`config.mk`:
```
export PLATFORM = sky130hd
export DESIGN_NAME = akf_mul
export DESIGN_NICKNAME = d
export VERILOG_FILES = /design/src/hw/rtl/akf_pkg.sv /design/src/hw/rtl/akf_mul.sv
export SDC_FILE = /design/constraint.sdc
export NUM_CORES = 2
export LEC_CHECK = 0
export BUFFER_PORTS_ARGS = -buffer_cell sky130_fd_sc_hd__buf_2
export CORE_AREA = 3 3 284 286
export CTS_BUF_LIST = sky130_fd_sc_hd__clkbuf_16
export DETAILED_ROUTE_END_ITERATION = 8
export DIE_AREA = 0 0 287 289
export PLACE_DENSITY = 0.8
export SETUP_SLACK_MARGIN = 0.4
export SLEW_MARGIN = 5
export SYNTH_ARGS = -nofsm -noshare
export SYNTH_HDL_FRONTEND = slang
export SYNTH_SLANG_ARGS = --single-unit
```
`constraint.sdc`:
```
create_clock -name i_clk -period 10.15 [get_ports i_clk]
set_input_delay 1.015 -clock i_clk [delete_from_list [all_inputs] [get_ports i_clk]]
set_output_delay 1.015 -clock i_clk [all_outputs]
set_load 0.02 [all_outputs]
```
`src/hw/rtl/akf_pkg.sv`:
```
// Shared types, constants and helpers for the angle/bias Kalman filter.
// Depends on nothing; every RTL file of the block imports it.
`default_nettype none

package akf_pkg;

    localparam int QW = 48;                     // Q16.32 internal word
    typedef logic signed [QW-1:0] t_q;

    localparam t_q MAX48 = {1'b0, {(QW-1){1'b1}}};
    localparam t_q MIN48 = {1'b1, {(QW-1){1'b0}}};

    // Register indexes of the configuration port.
    localparam logic [2:0] CFG_ANGLE_NOISE = 3'd0;
    localparam logic [2:0] CFG_BIAS_NOISE  = 3'd1;
    localparam logic [2:0] CFG_MEAS_NOISE  = 3'd2;
    localparam logic [2:0] CFG_PERIOD      = 3'd3;
    localparam logic [2:0] CFG_MEAS_GAIN   = 3'd4;

    typedef enum logic [2:0] {
        S_IDLE, S_ISSUE, S_MWAIT, S_DIV, S_DWAIT, S_OUT
    } t_state;

    typedef enum logic [3:0] {
        OP_ANG, OP_P00, OP_P01, OP_P11, OP_PCT0, OP_PCT1, OP_E, OP_T1,
        OP_U00, OP_U01, OP_U10, OP_U11, OP_A, OP_B
    } t_op;

    // Request to the shared multiplier.
    typedef struct packed {
        logic start;
        logic sh16;   // rescale by 16 instead of 32
        logic neg_a;  // use -a in place of a
        t_q   a;
        t_q   b;
    } t_mul_req;

    // Request to the gain divider.
    typedef struct packed {
        logic start;
        t_q   n;
        t_q   d;
    } t_div_req;

    function automatic t_q sat48(input logic signed [QW+1:0] v);
        t_q r;
        if (v > $signed({{2{MAX48[QW-1]}}, MAX48})) begin
            r = MAX48;
        end else if (v < $signed({{2{MIN48[QW-1]}}, MIN48})) begin
            r = MIN48;
        end else begin
            r = v[QW-1:0];
        end
        return r;
    endfunction

    function automatic t_q add48(input t_q a, input t_q b);
        logic signed [QW+1:0] s;
        s = $signed({{2{a[QW-1]}}, a}) + $signed({{2{b[QW-1]}}, b});
        return sat48(s);
    endfunction

    function automatic t_q sub48(input t_q a, input t_q b);
        logic signed [QW+1:0] s;
        s = $signed({{2{a[QW-1]}}, a}) - $signed({{2{b[QW-1]}}, b});
        return sat48(s);
    endfunction

    function automatic logic [QW-1:0] mag48(input t_q v);
        return v[QW-1] ? (~v + 1'b1) : v;
    endfunction

endpackage

`default_nettype wire

```
`src/hw/rtl/akf_mul.sv`:
```
// Shared multi-cycle multiplier: 48x48 signed, rescaled and saturated.
// One 24x24 partial product per cycle; depends on akf_pkg.
`default_nettype none

module akf_mul import akf_pkg::*; (
    input  wire      i_clk,
    input  wire      i_rst_n,
    input  t_mul_req i_req,
    output logic     o_done,
    output t_q       o_res
);

    logic            r_busy;
    logic [2:0]      r_cnt;
    logic [QW-1:0]   r_ua, r_ub;
    logic            r_neg, r_sh16;
    logic [2*QW-1:0] r_acc;
    logic            r_done;
    t_q              r_res;

    logic [23:0]     w_ah, w_bh;
    logic [47:0]     w_pp;
    logic [2*QW-1:0] w_pp_pos, w_m, w_limit;
    logic [QW-1:0]   w_mq;

    always_comb begin
        w_ah = r_cnt[1] ? r_ua[47:24] : r_ua[23:0];
        w_bh = r_cnt[0] ? r_ub[47:24] : r_ub[23:0];
        w_pp = w_ah * w_bh;
        case (r_cnt)
            3'd0:    w_pp_pos = {48'b0, w_pp};
            3'd3:    w_pp_pos = {w_pp, 48'b0};
            default: w_pp_pos = {24'b0, w_pp, 24'b0};
        endcase
        w_m     = r_sh16 ? (r_acc >> 16) : (r_acc >> 32);
        w_limit = r_neg ? {48'b0, 1'b1, 47'b0} : {48'b0, 1'b0, {47{1'b1}}};
        w_mq    = (w_m > w_limit) ? w_limit[QW-1:0] : w_m[QW-1:0];
    end

    always_ff @(posedge i_clk) begin
        if (!i_rst_n) begin
            r_busy <= 1'b0;
            r_done <= 1'b0;
            r_cnt  <= 3'd0;
        end else begin
            r_done <= 1'b0;
            if (i_req.start) begin
                r_busy <= 1'b1;
                r_cnt  <= 3'd0;
            end else if (r_busy) begin
                if (r_cnt == 3'd4) begin
                    r_busy <= 1'b0;
                    r_done <= 1'b1;
                end
                r_cnt <= r_cnt + 3'd1;
            end
        end
    end

    always_ff @(posedge i_clk) begin
        if (i_req.start) begin
            r_ua   <= mag48(i_req.a);
            r_ub   <= mag48(i_req.b);
            r_neg  <= i_req.a[QW-1] ^ i_req.b[QW-1] ^ i_req.neg_a;
            r_sh16 <= i_req.sh16;
            r_acc  <= '0;
        end else if (r_busy) begin
            if (r_cnt == 3'd4) begin
                r_res <= r_neg ? t_q'(~w_mq + 1'b1) : t_q'(w_mq);
            end else begin
                r_acc <= r_acc + w_pp_pos;
            end
        end
    end

    assign o_done = r_done;
    assign o_res  = r_res;

endmodule

`default_nettype wire

```
Yosys cells after proc, flatten, opt, wreduce, memory -nomap -nowiden
Cells that the tools add are included.
{"block": "classes", "div": 0, "n_bitwise": 9, "order_cmp": 1, "reduce_logical": 5, "multipliers": 1, "eq_ne": 2, "n_mux": 13, "n_addsub": 5, "n_shift": 0}
{"op": "case mux 96 bit (2 select lines)", "count": 1}
{"op": "adder 48 x 1 -> 48 bit, second input constant", "count": 3}
{"op": "two-way mux 48 bit", "count": 3}
{"op": "inverter 48 bit", "count": 3}
{"op": "adder 96 bit", "count": 1}
{"op": "two-way mux 47 bit", "count": 2}
{"op": "greater-than comparator 80 x 48 -> 1 bit", "count": 1}
{"op": "two-way mux 80 bit", "count": 1}
{"op": "multiplier 24 x 24 -> 48 bit", "count": 1}
{"op": "two-way mux 24 bit", "count": 2}
{"op": "two-way mux 1 bit", "count": 4}
{"op": "inverter 1 bit", "count": 4}
{"op": "adder 3 x 1 -> 3 bit, second input constant", "count": 1}
{"op": "equality test 3 x 2 -> 1 bit, second input constant", "count": 1}
{"op": "equality test 3 bit, second input constant", "count": 1}
{"op": "zero test 3 bit", "count": 1}
{"op": "AND reduction 3 bit", "count": 1}
{"op": "OR reduction 3 bit", "count": 1}
{"op": "AND reduction 2 bit", "count": 1}
{"op": "OR reduction 2 bit", "count": 1}
{"op": "bitwise XOR 1 bit", "count": 2}
{"block": "totals", "input_bits": 101, "romBits": 0, "out_inout_bits": 49, "latch_bits": 0, "register_bits": 247, "ram_bits": 0, "wordCells": 47, "n_memories": 0}

Depth between registers and ports, before layout
{"block": "logic_depth", "depth_word": 6, "mapped_depth": 44, "depth_no_buf": 40}

Worst setup path before layout
OpenSTA, ideal clock, no wires.
{"block": "synth_path", "path_kind": "reg2reg", "start": "register r_cnt[1]", "end": "register r_acc[95]", "setup_ns": 0.128, "path_slack_ns": -0.246, "path_stages_with_launch": 43, "n_path_buf": 3, "period_less_slack_ns": 10.396, "arrival_time_ns": 10.268, "required_time_ns": 10.022, "cell_sequence": "dfxtp_1 clkbuf_1 buf_1 mux2i_1 clkbuf_1 nor2_1 fa_1 fa_1 inv_1 fa_1 inv_1 fa_1 inv_1 fa_1 inv_1 fa_1 inv_1 fa_1 [... 7 more ...] nand2_1 o21ai_0 nand2_1 a311oi_1 xnor2_1 o2bb2ai_1 ha_1 a21oi_1 o21ai_0 a221o_1 a211o_1 a211oi_1 a31oi_1 a31oi_1 o41a_1 o31a_1 mux2i_1 nand4_1"}
{"block": "synth_between", "elab_chain_cells": 4, "elab_cells_between_ends": 9, "cone_classes": "add/sub: 1; mul: 1; eq/ne: 2; mux: 2; bitwise: 1; reduce/logical: 2"}
{"element": "from (decl)", "line_no": "akf_mul.sv:14", "source": "logic [2:0] r_cnt;"}
{"element": "from (signal assigned)", "line_no": "akf_mul.sv:55", "source": "r_cnt <= r_cnt + 3'd1;"}
{"element": "two-way mux 24 bit", "line_no": "akf_mul.sv:27", "source": "w_ah = r_cnt[1] ? r_ua[47:24] : r_ua[23:0];"}
{"element": "multiplier 24 x 24 -> 48 bit", "line_no": "akf_mul.sv:29", "source": "w_pp = w_ah * w_bh;"}
{"element": "case mux 96 bit (2 select lines)", "line_no": "akf_mul.sv:30", "source": "case (r_cnt)"}
{"element": "adder 96 bit", "line_no": "akf_mul.sv:71", "source": "r_acc <= r_acc + w_pp_pos;"}
{"element": "to (signal assigned)", "line_no": "akf_mul.sv:71"}
{"element": "to (decl)", "line_no": "akf_mul.sv:17", "source": "logic [2*QW-1:0] r_acc;"}
Parallel ways exist; a longest one is shown, timed or not.
A chain may end at the register's enable or synchronous reset.

Worst setup path after layout
{"block": "layout_path", "start": "register r_cnt[0]", "end": "register r_acc[95]"}
{"block": "layout_between", "elab_chain_cells": 4, "elab_cells_between_ends": 9, "cone_classes": "add/sub: 1; mul: 1; eq/ne: 2; mux: 2; bitwise: 1; reduce/logical: 2"}
{"element": "two-way mux 24 bit", "line_no": "akf_mul.sv:28", "source": "w_bh = r_cnt[0] ? r_ub[47:24] : r_ub[23:0];"}
{"element": "multiplier 24 x 24 -> 48 bit", "line_no": "akf_mul.sv:29"}
{"element": "case mux 96 bit (2 select lines)", "line_no": "akf_mul.sv:30"}
{"element": "adder 96 bit", "line_no": "akf_mul.sv:71"}
Parallel ways exist; a longest one is shown, timed or not.

==> metrics.cfg <==
[critical_path]
cp-start-kind=flip-flop
crit_type=flip-flop to flip-flop
cp.arrival_ns=10.74
cpMaxStageDelayCell=fa_1
cp_slowest_stage_delay_ns=0.58
cpMostUsedCell=fa_1
crit_buf_inv=11
crit_required_ns=10.64
end_kind=flip-flop
cp_top_family=adder cells
cp_max_fo=7

[layout]
regArea_um2=6410
final_common_cell=inv_1
final_cells=6371
drive_gt1_share_pct=23.9
antenna_cells=0
multiInputGateArea_um2=31300
stdcell_area_um2=49100
fill_cells=6398
area_delta_synth_final_pct=25.6
nets=6205
final_cell_mix=616 x inv_1, 599 x nand2_1, 575 x buf_4, 465 x fa_1, 404 x nor2_1

[synthesis]
syn_inst=4656
syn_area_um2=39100
yosys.area.top_type_share_pct=24.7
async_flop_share_pct=0
ys.flop_type=edfxtp_1
yosysWarnings=0
synth_edf_count=146
synthTopCellsByArea=fa_1 25%, edfxtp_1 11%, ha_1 10%, inv_1 6.1%, nand2_1 5.9%
yosysTopAreaCell=fa_1
synth-seq-cells=247
syn_nets=5564
yosysSeqAreaShare_pct=16.4
synth.distinct_cells=81
postSynthAreaPerCell_um2=8.39

[drt]
dr.pass1.iters=6
drc=0
num_vias=37200
post_drt_via_cell_ratio=5.85
drtIter0Drc=3476
wire_per_inst_um=21.4
antenna_left=0
wl_um=137000

[place]
place.detailed.hpwl_um=108000
dpl_cell_area_um2=44800
place_congestion=1.00
placed_cells=6183
dp_slack_ns=-0.616
portBuffers=149

[outcome]
violations=setup timing
status=finished with violations

[floorplan]
die-area_um2=82900
fp.dieW_um=287
io_pins=150
initial_core_util_pct=49.7
rows=103
coreArea_um2=78600
dieHeight_um=289

[grt]
grt_max_degree=81
antenna_found_initial=2
grt_pass1_wl_um=208000
grt_use_total_pct=32.0
globalRouteOverflowTotal=0
grt_pass1_vias=36800

[sta]
finalCritPeriodShare_pct=101
setup_viol=6
min_period_ns=10.25
worst_pin_slew_ns=1.19
finalClockSkew_ns=0.0177
drv_slew=0
fmax_ghz=0.0975
timing.final.hold_violations=0
grt_setup_unrepaired=yes
relSlewSlack_pct=20.5
worst_slack_ns=-0.103

[clock_tree]
insertion_delay_ns=0.62
cts_buffers=31
htreeDepth=1
clock_sinks=247
cts_root_buffer=clkbuf_16
clk_pin_slew_ns=0.06
cts_tree=built
cts_buffer_depth=3

[min_path]
worstHoldPathType=flip-flop to flip-flop

[job]
drv_cap=0

-- sequential cells by signal (all words and copies together) (netlist names) --
name	flops
o_done	1
o_res	48
r_acc	96
r_ua	48
r_cnt	3
r_neg	1
r_busy	1
r_sh16	1
r_ub	48
-- worst register-to-register path, delay by kind of cell, from the launching register on --
| family | cells | cell delay (ns) |
|---|---|---|
| fa+ha+maj | 9 | 4.26 |
| buf+inv | 11 | 1.09 |
| mux | 1 | 0.33 |
| simple gates | 7 | 1.02 |
| flops | 1 | 0.39 |
| xor+xnor | 1 | 0.16 |
| compound gates | 14 | 2.89 |
-- final timing paths --
check / cells after the start / start / endpoint / slack (ns)
worst min-delay path: 2 / r_acc[12]$_SDFFE_PP0P_ / r_acc[12]$_SDFFE_PP0P_ / 0.46
worst max-delay path: 43 / r_cnt[0]$_SDFFE_PP0P_ / r_acc[95]$_SDFFE_PP0P_ / -0.10
worst min register to register: 2 / r_acc[12]$_SDFFE_PP0P_ / r_acc[12]$_SDFFE_PP0P_ / 0.46
worst max register to register: 43 / r_cnt[0]$_SDFFE_PP0P_ / r_acc[95]$_SDFFE_PP0P_ / -0.10
-- cell usage after synthesis, types with 62 or more instances --
library cell / count
dfxtp_1: 101
nor2_1: 429
a21oi_1: 292
clkbuf_1: 203
edfxtp_1: 146
nand3_1: 62
nand2_1: 611
a21o_1: 107
mux2_2: 71
inv_1: 634
xnor2_1: 163
ha_1: 324
fa_1: 483
mux2i_1: 75
o21ai_0: 199
-- cell type report --
class                   count  area share, %
multi-input cells        3553           63.8
repair buffers            828           13.5
flip-flops and latches    247           13.1
inverters                 636           4.87
well taps                1050           2.68
clock buffers              31           1.58
clock inverters            26          0.500
-- cells by family after synthesis --
logic type      after synthesis  synth area share, %
compound gates              911                 14.6
xor+xnor                    215                 4.82
fa+ha+maj                   807                 35.1
buf+inv                     856                 8.23
flops                       247                 16.4
mux                         146                 3.97
simple gates               1474                 16.8
-- stage by stage --
stage	utilization (%)	setup TNS [ns]	hold WS [ns]
finish	62.4	-0.287	0.462
CTS	60.9	0	0.461
global route	62.4	-7.07	0.480
global placement	57.0	-4.35	0.442
detailed placement	57.0	-8.38	0.453
floorplan	-	0	0.436
-- timing repair --
item | in CTS | in global routing
gates cloned | 5 | 1
setup buffers | 88 | 37
gates resized for setup | 274 | 208
pin swaps | 149 | 123
hold buffers | 0 | 0
setup endpoints to repair | 55 | 59
-- metal layers --
layer | up-vias | share of wire [%] | GRT usage [%]
li1 | 16800 | - | -
met1 | 18100 | 39 | 41.5
met2 | 1898 | 46 | 51.9
met3 | 414 | 9.2 | 6.72
met4 | 4 | 5.4 | 14.2
met5 | - | 0.021 | 0
Power is not shown: default switching activity piles up to over one toggle a cycle in this logic, so the estimate is an artifact.
