===== src/hw/rtl/akf_pkg.sv =====
// Shared types, constants and helpers for the angle/bias Kalman filter.
// Depends on nothing; every RTL file of the block imports it.
`default_nettype none

package akf_pkg;

    localparam int QW = 48;                     // Q16.32 internal word
    typedef logic signed [QW-1:0] t_q;

    localparam t_q MAX48 = {1'b0, {(QW-1){1'b1}}};
    localparam t_q MIN48 = {1'b1, {(QW-1){1'b0}}};

    // Register indexes of the configuration port.
    localparam logic [2:0] CFG_ANGLE_NOISE = 3'd0;
    localparam logic [2:0] CFG_BIAS_NOISE  = 3'd1;
    localparam logic [2:0] CFG_MEAS_NOISE  = 3'd2;
    localparam logic [2:0] CFG_PERIOD      = 3'd3;
    localparam logic [2:0] CFG_MEAS_GAIN   = 3'd4;

    typedef enum logic [2:0] {
        S_IDLE, S_ISSUE, S_MWAIT, S_DIV, S_DWAIT, S_OUT
    } t_state;

    typedef enum logic [3:0] {
        OP_ANG, OP_P00, OP_P01, OP_P11, OP_PCT0, OP_PCT1, OP_E, OP_T1,
        OP_U00, OP_U01, OP_U10, OP_U11, OP_A, OP_B
    } t_op;

    // Request to the shared multiplier.
    typedef struct packed {
        logic start;
        logic sh16;   // rescale by 16 instead of 32
        logic neg_a;  // use -a in place of a
        t_q   a;
        t_q   b;
    } t_mul_req;

    // Request to the gain divider.
    typedef struct packed {
        logic start;
        t_q   n;
        t_q   d;
    } t_div_req;

    function automatic t_q sat48(input logic signed [QW+1:0] v);
        t_q r;
        if (v > $signed({{2{MAX48[QW-1]}}, MAX48})) begin
            r = MAX48;
        end else if (v < $signed({{2{MIN48[QW-1]}}, MIN48})) begin
            r = MIN48;
        end else begin
            r = v[QW-1:0];
        end
        return r;
    endfunction

    function automatic t_q add48(input t_q a, input t_q b);
        logic signed [QW+1:0] s;
        s = $signed({{2{a[QW-1]}}, a}) + $signed({{2{b[QW-1]}}, b});
        return sat48(s);
    endfunction

    function automatic t_q sub48(input t_q a, input t_q b);
        logic signed [QW+1:0] s;
        s = $signed({{2{a[QW-1]}}, a}) - $signed({{2{b[QW-1]}}, b});
        return sat48(s);
    endfunction

    function automatic logic [QW-1:0] mag48(input t_q v);
        return v[QW-1] ? (~v + 1'b1) : v;
    endfunction

endpackage

`default_nettype wire


===== src/hw/rtl/akf_div.sv =====
// Gain divider: (n * 2^32) / d, signed, truncated, saturated to 48 bits.
// Restoring division, one quotient bit per cycle; depends on akf_pkg.
`default_nettype none

module akf_div import akf_pkg::*; (
    input  wire      i_clk,
    input  wire      i_rst_n,
    input  t_div_req i_req,
    output logic     o_done,
    output t_q       o_res
);

    localparam int NB = QW + 32;   // dividend bits

    logic            r_busy, r_done;
    logic [6:0]      r_cnt;
    logic [NB-1:0]   r_num;
    logic [QW-1:0]   r_rem, r_q, r_ud;
    logic            r_ovf, r_neg, r_zero;
    t_q              r_res;

    logic [QW:0]     w_rr;
    logic            w_ge;
    logic [QW:0]     w_diff;
    logic [QW-1:0]   w_limit, w_qq;

    always_comb begin
        w_rr    = {r_rem, r_num[NB-1]};
        w_ge    = w_rr >= {1'b0, r_ud};
        w_diff  = w_rr - {1'b0, r_ud};
        w_limit = r_neg ? {1'b1, 47'b0} : {1'b0, {47{1'b1}}};
        w_qq    = (r_ovf || (r_q > w_limit)) ? w_limit : r_q;
    end

    always_ff @(posedge i_clk) begin
        if (!i_rst_n) begin
            r_busy <= 1'b0;
            r_done <= 1'b0;
            r_cnt  <= 7'd0;
        end else begin
            r_done <= 1'b0;
            if (i_req.start) begin
                r_busy <= 1'b1;
                r_cnt  <= 7'd0;
            end else if (r_busy) begin
                if (r_cnt == 7'(NB)) begin
                    r_busy <= 1'b0;
                    r_done <= 1'b1;
                end
                r_cnt <= r_cnt + 7'd1;
            end
        end
    end

    always_ff @(posedge i_clk) begin
        if (i_req.start) begin
            r_num  <= {mag48(i_req.n), 32'b0};
            r_ud   <= mag48(i_req.d);
            r_neg  <= i_req.n[QW-1] ^ i_req.d[QW-1];
            r_zero <= (i_req.d == '0);
            r_rem  <= '0;
            r_q    <= '0;
            r_ovf  <= 1'b0;
        end else if (r_busy) begin
            if (r_cnt == 7'(NB)) begin
                if (r_zero) begin
                    r_res <= '0;
                end else begin
                    r_res <= r_neg ? t_q'(~w_qq + 1'b1) : t_q'(w_qq);
                end
            end else begin
                r_rem <= w_ge ? w_diff[QW-1:0] : w_rr[QW-1:0];
                r_q   <= {r_q[QW-2:0], w_ge};
                r_ovf <= r_ovf | r_q[QW-1];
                r_num <= {r_num[NB-2:0], 1'b0};
            end
        end
    end

    assign o_done = r_done;
    assign o_res  = r_res;

endmodule

`default_nettype wire


===== config.mk =====
export PLATFORM = sky130hd
export DESIGN_NAME = akf_div
export DESIGN_NICKNAME = d
export VERILOG_FILES = /design/src/hw/rtl/akf_pkg.sv /design/src/hw/rtl/akf_div.sv
export SDC_FILE = /design/constraint.sdc
export NUM_CORES = 1
export LEC_CHECK = 0
export ABC_AREA = 1
export BUFFER_PORTS_ARGS = -buffer_cell sky130_fd_sc_hd__buf_2
export CAP_MARGIN = 15
export CORE_MARGIN = 4
export CORE_UTILIZATION = 33
export CTS_CLUSTER_DIAMETER = 100
export CTS_CLUSTER_SIZE = 20
export DETAILED_ROUTE_END_ITERATION = 6
export SLEW_MARGIN = 20
export SYNTH_ARGS = -nofsm -noshare
export SYNTH_HDL_FRONTEND = slang
export SYNTH_SLANG_ARGS = --single-unit
export TNS_END_PERCENT = 50

===== constraint.sdc =====
create_clock -name i_clk -period 12.5 [get_ports i_clk]
set_input_delay 0.625 -clock i_clk [delete_from_list [all_inputs] [get_ports i_clk]]
set_output_delay 0.625 -clock i_clk [all_outputs]
set_load 0.05 [all_outputs]

# After elaboration in Yosys (flattened, before gate mapping)
# Index checks and enable logic that the tools add are counted.
# W data, S select, Z words.
dict set report op_classes {
  mux 13
  eq_ne 2
  bitwise_logic 9
  reduce_logical 8
  addsub 5
  n_lt_le_gt_ge 2
}
# operator n
set ops {}
lappend ops {{$mux W48} 5}
lappend ops {{$mux W80} 3}
lappend ops {{$add A48 B1 Y48 const B} 3}
lappend ops {{$not A48 Y48} 3}
lappend ops {{$ge A49 B48 Y1} 1}
lappend ops {{$gt A48 B48 Y1} 1}
lappend ops {{$logic_not A48 Y1} 1}
lappend ops {{$sub A48 B48 Y48} 1}
lappend ops {{$mux W47} 1}
lappend ops {{$add A7 B1 Y7 const B} 1}
lappend ops {{$eq A7 B7 Y1 const B} 1}
lappend ops {{$mux W1} 4}
lappend ops {{$not A1 Y1} 4}
lappend ops {{$reduce_and A2 Y1} 2}
lappend ops {{$reduce_and A3 Y1} 1}
lappend ops {{$reduce_or A3 Y1} 1}
lappend ops {{$ne A2 B2 Y1 const B} 1}
lappend ops {{$reduce_bool A2 Y1} 1}
lappend ops {{$reduce_or A2 Y1} 1}
lappend ops {{$logic_or A1 B1 Y1} 1}
lappend ops {{$or A1 B1 Y1} 1}
lappend ops {{$xor A1 B1 Y1} 1}
dict set report totals {
  register_bits 252
  out_inout_bits 49
  elab_cells 51
}

# Depth between registers and ports, before layout
dict set report logic_depth {
  depth_word 7
  depth_mapped 33
}

# Least setup slack after synthesis
# OpenSTA, ideal clock, no wires.
dict set report synth_path {
  kind {register -> register}
  startpoint {register r_neg}
  endpoint {register r_res[40], in the netlist o_res[40], data pin}
  required_time_ns 12.245
  setup_slack_ns 7.757
  path_buffers 4
  arrival_ns 4.489
  period_less_slack_ns 4.743
  setup_ns 0.255
  path_stages_with_launch 29
  cell_sequence {edfxtp_1 > clkbuf_1 > inv_2 > ha_1 > nand2_1 > nor2_2 > nand2_1 > nor2_2 > inv_2 > nor2_4 > nand2_2 > nand2_4 > nand2_4 > nand2_8 > buf_8 > buf_6 > clkbuf_1 > nand2_1 > inv_1 > ha_1 > nand3_1 > nor2_1 > nand2_1 > nand2_4 > nand3_4 > nor2_4 > nand3_1 > nand2_1 > nor2_1}
}
dict set report synth_between {
  elab_chain_cells 7
}
# element line
set synth_lines {}
lappend synth_lines {{start, declared} akf_div.sv:19} ;# logic r_ovf, r_neg, r_zero;
lappend synth_lines {{start signal, assigned} akf_div.sv:59} ;# r_neg <= i_req.n[QW-1] ^ i_req.d[QW-1];
lappend synth_lines {{$mux W48} akf_div.sv:31} ;# w_limit = r_neg ? {1'b1, 47'b0} : {1'b0, {47{1'b1}}};
lappend synth_lines {{$gt A48 B48 Y1} akf_div.sv:32} ;# w_qq = (r_ovf || (r_q > w_limit)) ? w_limit : r_q;
lappend synth_lines {{$logic_or A1 B1 Y1} akf_div.sv:32}
lappend synth_lines {{$mux W48} akf_div.sv:32}
lappend synth_lines {{$not A48 Y48} akf_div.sv:69} ;# r_res <= r_neg ? t_q'(~w_qq + 1'b1) : t_q'(w_qq);
lappend synth_lines {{$add A48 B1 Y48} akf_div.sv:69}
lappend synth_lines {{$mux W48 *} akf_div.sv:69}
lappend synth_lines {{end signal, assigned} akf_div.sv:69}
lappend synth_lines {{end, declared} akf_div.sv:20} ;# t_q r_res;
# Every way passes the cells marked *; elsewhere a longest branch is shown, timed or not.
# A chain may end at the register's enable or synchronous reset.

# Final worst setup path
dict set report layout_path {
  startpoint {register r_neg}
  endpoint {register r_res[42], in the netlist o_res[42], data pin}
}
# The elaborated chain is that of the path after synthesis.

==> flow_metrics.py <==
metrics = {
    "outcome": {
        "status": "finished, final reports clean",
    },
    "route": {
        "dr_total_vias": 15900,
        "drcViolationCount": 0,
        "drt-total-wl_um": 48500,
        "drt-initial-drc-count": 996,
        "drtAntennaViolNets": 0,
        "vias_per_cell": 5.05,
        "routedWlPerCell_um": 15.4,
        "firstDrtPassIters": 5,
    },
    "placement": {
        "io_buffers": 147,
        "gp_congestion": 0.898,
        "dpl_cell_area_sq_um": 19000,
        "place_hpwl_um": 37400,
    },
    "layout": {
        "diodes": 0,
        "nets": 2648,
        "drive_above_1_share_pct": 11.2,
        "area_growth_pct": 10.5,
        "final_area_sq_um": 19500,
    },
    "clocking": {
        "root_buffer": "clkbuf_16",
        "cts_inserted_buffers": 17,
        "clk_path_buf_depth": 3,
        "htreeDepth": 1,
        "cts_tree": "built",
        "hold_buffers": 0,
        "path_clk_slew_ps": 80,
        "numClockSinks": 252,
        "post_cts_buffers": 0,
        "cts_resized": 0,
        "worstSkewPairLatency_ps": 520,
    },
    "setup_path": {
        "slowest_delay_ps": 970,
        "start_kind": "register",
        "crit_type": "reg -> reg",
        "startpoint": "r_neg",
        "endpoint_kind": "register",
        "rr_startpoint": "r_neg",
        "critPathMostFrequentCell": "nand2_1",
        "cp.arrival_ps": 5830,
        "crit_chain": "buf_4 -> ha_1 -> a21oi_1 -> o21ai_0 -> nand2_1 -> nand2_1 -> a21oi_1 -> nand3_2 -> nand2_4 -> nand2_4 -> nand2_8 -> o21ai_0 -> inv_1 -> ha_1 -> nand3_1 -> nor2_1 -> nand2_1 -> nand2_4 -> nand2_1 -> nor2_1 -> nand4_1 -> nand2_1 -> nor2_1",
        "crit_fanout": 70,
        "endpoint": "o_res[42]",
        "rr_worst_depth": 23,
        "regToRegEndpoint": "o_res[42]",
        "slowest_stage": "edfxtp_1",
        "required_ps": 12770,
        "r2r_slack_ps": 6940,
    },
    "worst_hold_path": {
        "min_path_type": "in -> reg",
    },
    "global_routing": {
        "grt_pass1_vias": 15200,
        "antenna_found_initial": 0,
        "grt_use_total_pct": 16.4,
        "grt_first_pass_wirelength_um": 77700,
        "grt_max_degree": 101,
        "grt_overflow": 0,
    },
    "synthesis": {
        "synth_commonest_cells": "nand2_1 (476), inv_1 (290), nor2_1 (269)",
        "synthTopCellsByArea": "edfxtp_1 (25%), dfxtp_1 (12%), nand2_1 (10%)",
        "avgSynthCellArea_sq_um": 7.52,
        "synth.largest_area_cell": "edfxtp_1",
        "synth_top_area_share_pct": 24.9,
        "syn-cell-area_sq_um": 17600,
        "syn-num-nets": 2544,
        "syn-instance-count": 2343,
        "synth_edf_count": 146,
        "synthArstFlopShare_pct": 0,
        "synth-seq-cells": 252,
        "ys_types": 57,
        "ys_seq_area_share_pct": 36.9,
        "yosysMostFrequentCell": "nand2_1",
        "yosys_warnings": 0,
        "synth_ff_type": "edfxtp_1",
    },
    "floorplanning": {
        "fp-row-count": 84,
        "die_w_um": 239,
        "core_area_sq_um": 52800,
        "start_util_pct": 33.4,
        "dieArea_sq_um": 57200,
        "die_h_um": 239,
        "io_pins": 148,
    },
    "power_and_ir_drop": {
        "finalPower_mw": 1.74,
        "p_leak_nw": 8.93,
        "ir_worst_vdd_uv": 55.8,
        "p_per_area_nw_per_um2": 89.6,
    },
    "timing": {
        "worstMarginPinSlew_ps": 1020,
        "worst_hold_slack_ps": 335,
        "tns_ps": 0,
        "fin_skew_ps": 24.2,
        "max_slew_margin_pct": 31.9,
        "hold_violations": 0,
        "slew_violations": 0,
        "setup-violations-final": 0,
        "finalCritPeriodShare_pct": 44.5,
        "rsz0062_at_grt": "no",
        "fmax_mhz": 180,
        "min_period_ps": 5560,
    },
    "job": {
        "cap_violations": 0,
    },
}
==> where the power goes <==
part	switching [mW]	leakage [nW]	internal, mW	total (mW)
combinational	0.164	6.41	0.0839	0.248
sequential	0.0141	2.28	0.919	0.933
clock	0.298	0.245	0.266	0.564
==> cell type report <==
type	count	area (sq um)
flip-flops and latches	252	6510
inverters	303	1140
clock buffers	26	470
fillers	5564	33300
repair buffers	157	817
clock inverters	3	27.5
multi-input cells	1716	9660
well taps	688	861
==> cell usage in the layout, fill, tap and decap left out, drive strengths merged, types with 2 or more instances in the layout <==
cell	n
and3	6
buf	157
o31ai	7
edfxtp	146
xnor2	56
nand3b	6
or2	28
inv	302
dfxtp	106
a31oi	30
xor2	69
clkbuf	26
o21ai	155
nand4	25
o21bai	3
o21a	15
o22ai	54
nand2	488
o211ai	15
clkinv	4
nand3	134
o41ai	2
nor2	290
a21oi	128
nor3	39
a32o	19
nor4	23
a21o	12
ha	101
a21boi	4
==> cells by family after synthesis <==
group	after synthesis	share of synthesized area, %
AND/OR/NAND/NOR	1041	26.4
flip-flops	252	36.9
AO/OA/AOI/OAI	448	14.8
buffers and inverters	375	8.37
XOR/XNOR	125	6.21
adder cells (fa/ha/maj)	102	7.28
==> sequential cells by signal (all words and copies together), names as in the netlist <==
| signal | flops |
|---|---|
| o_res | 48 |
| r_ovf | 1 |
| r_num | 48 |
| r_ud | 48 |
| r_cnt | 7 |
| r_q | 48 |
| r_neg | 1 |
| r_rem | 48 |
| o_done | 1 |
| r_zero | 1 |
| r_busy | 1 |
==> worst min path at each step <==
| stage | start | endpoint | slack, ps | depth (start not counted) |
|---|---|---|---|---|
| 3_3_place_gp | r_rem[40] | r_rem[40] | 460 | 2 |
| 4_1_cts | i_req[0] | r_ud[0] | 290 | 1 |
| 6_report | i_rst_n | r_busy | 340 | 3 |
| 5_1_grt | i_req[0] | r_ud[0] | 310 | 1 |
| 2_1_floorplan | r_rem[35] | r_rem[35] | 440 | 2 |
| 3_5_place_dp | r_rem[40] | r_rem[40] | 460 | 2 |
==> metal layers <==
metal / up-vias / global-route usage [%] / share of wire [%]
li1: 8082 / - / -
met3: 54 / 1.87 / 4.7
met1: 7385 / 22.7 / 47
met4: 0 / 4.24 / 2.3
met5: - / 0 / 0
met2: 348 / 27.4 / 46
==> critical path, delay by kind of cell, from the launching register on <==
family | cells | cell delay (ps)
buffers and inverters | 2 | 800
DFF | 1 | 970
adders and majority gates | 2 | 530
AOI/OAI and AO/OA | 4 | 610
and+or+nand+nor | 15 | 2340
==> metrics by stage <==
stage,std cells,worst slack [ps],util (%)
6_report,3145,6940,36.9
5_1_grt,3145,6450,36.9
4_1_cts,3145,6910,36.9
3_5_place_dp,3116,6960,36.0
3_3_place_gp,3116,7170,36.0
2_1_floorplan,2343,7760,-
Note: power is estimated with default switching activity, not from simulation.
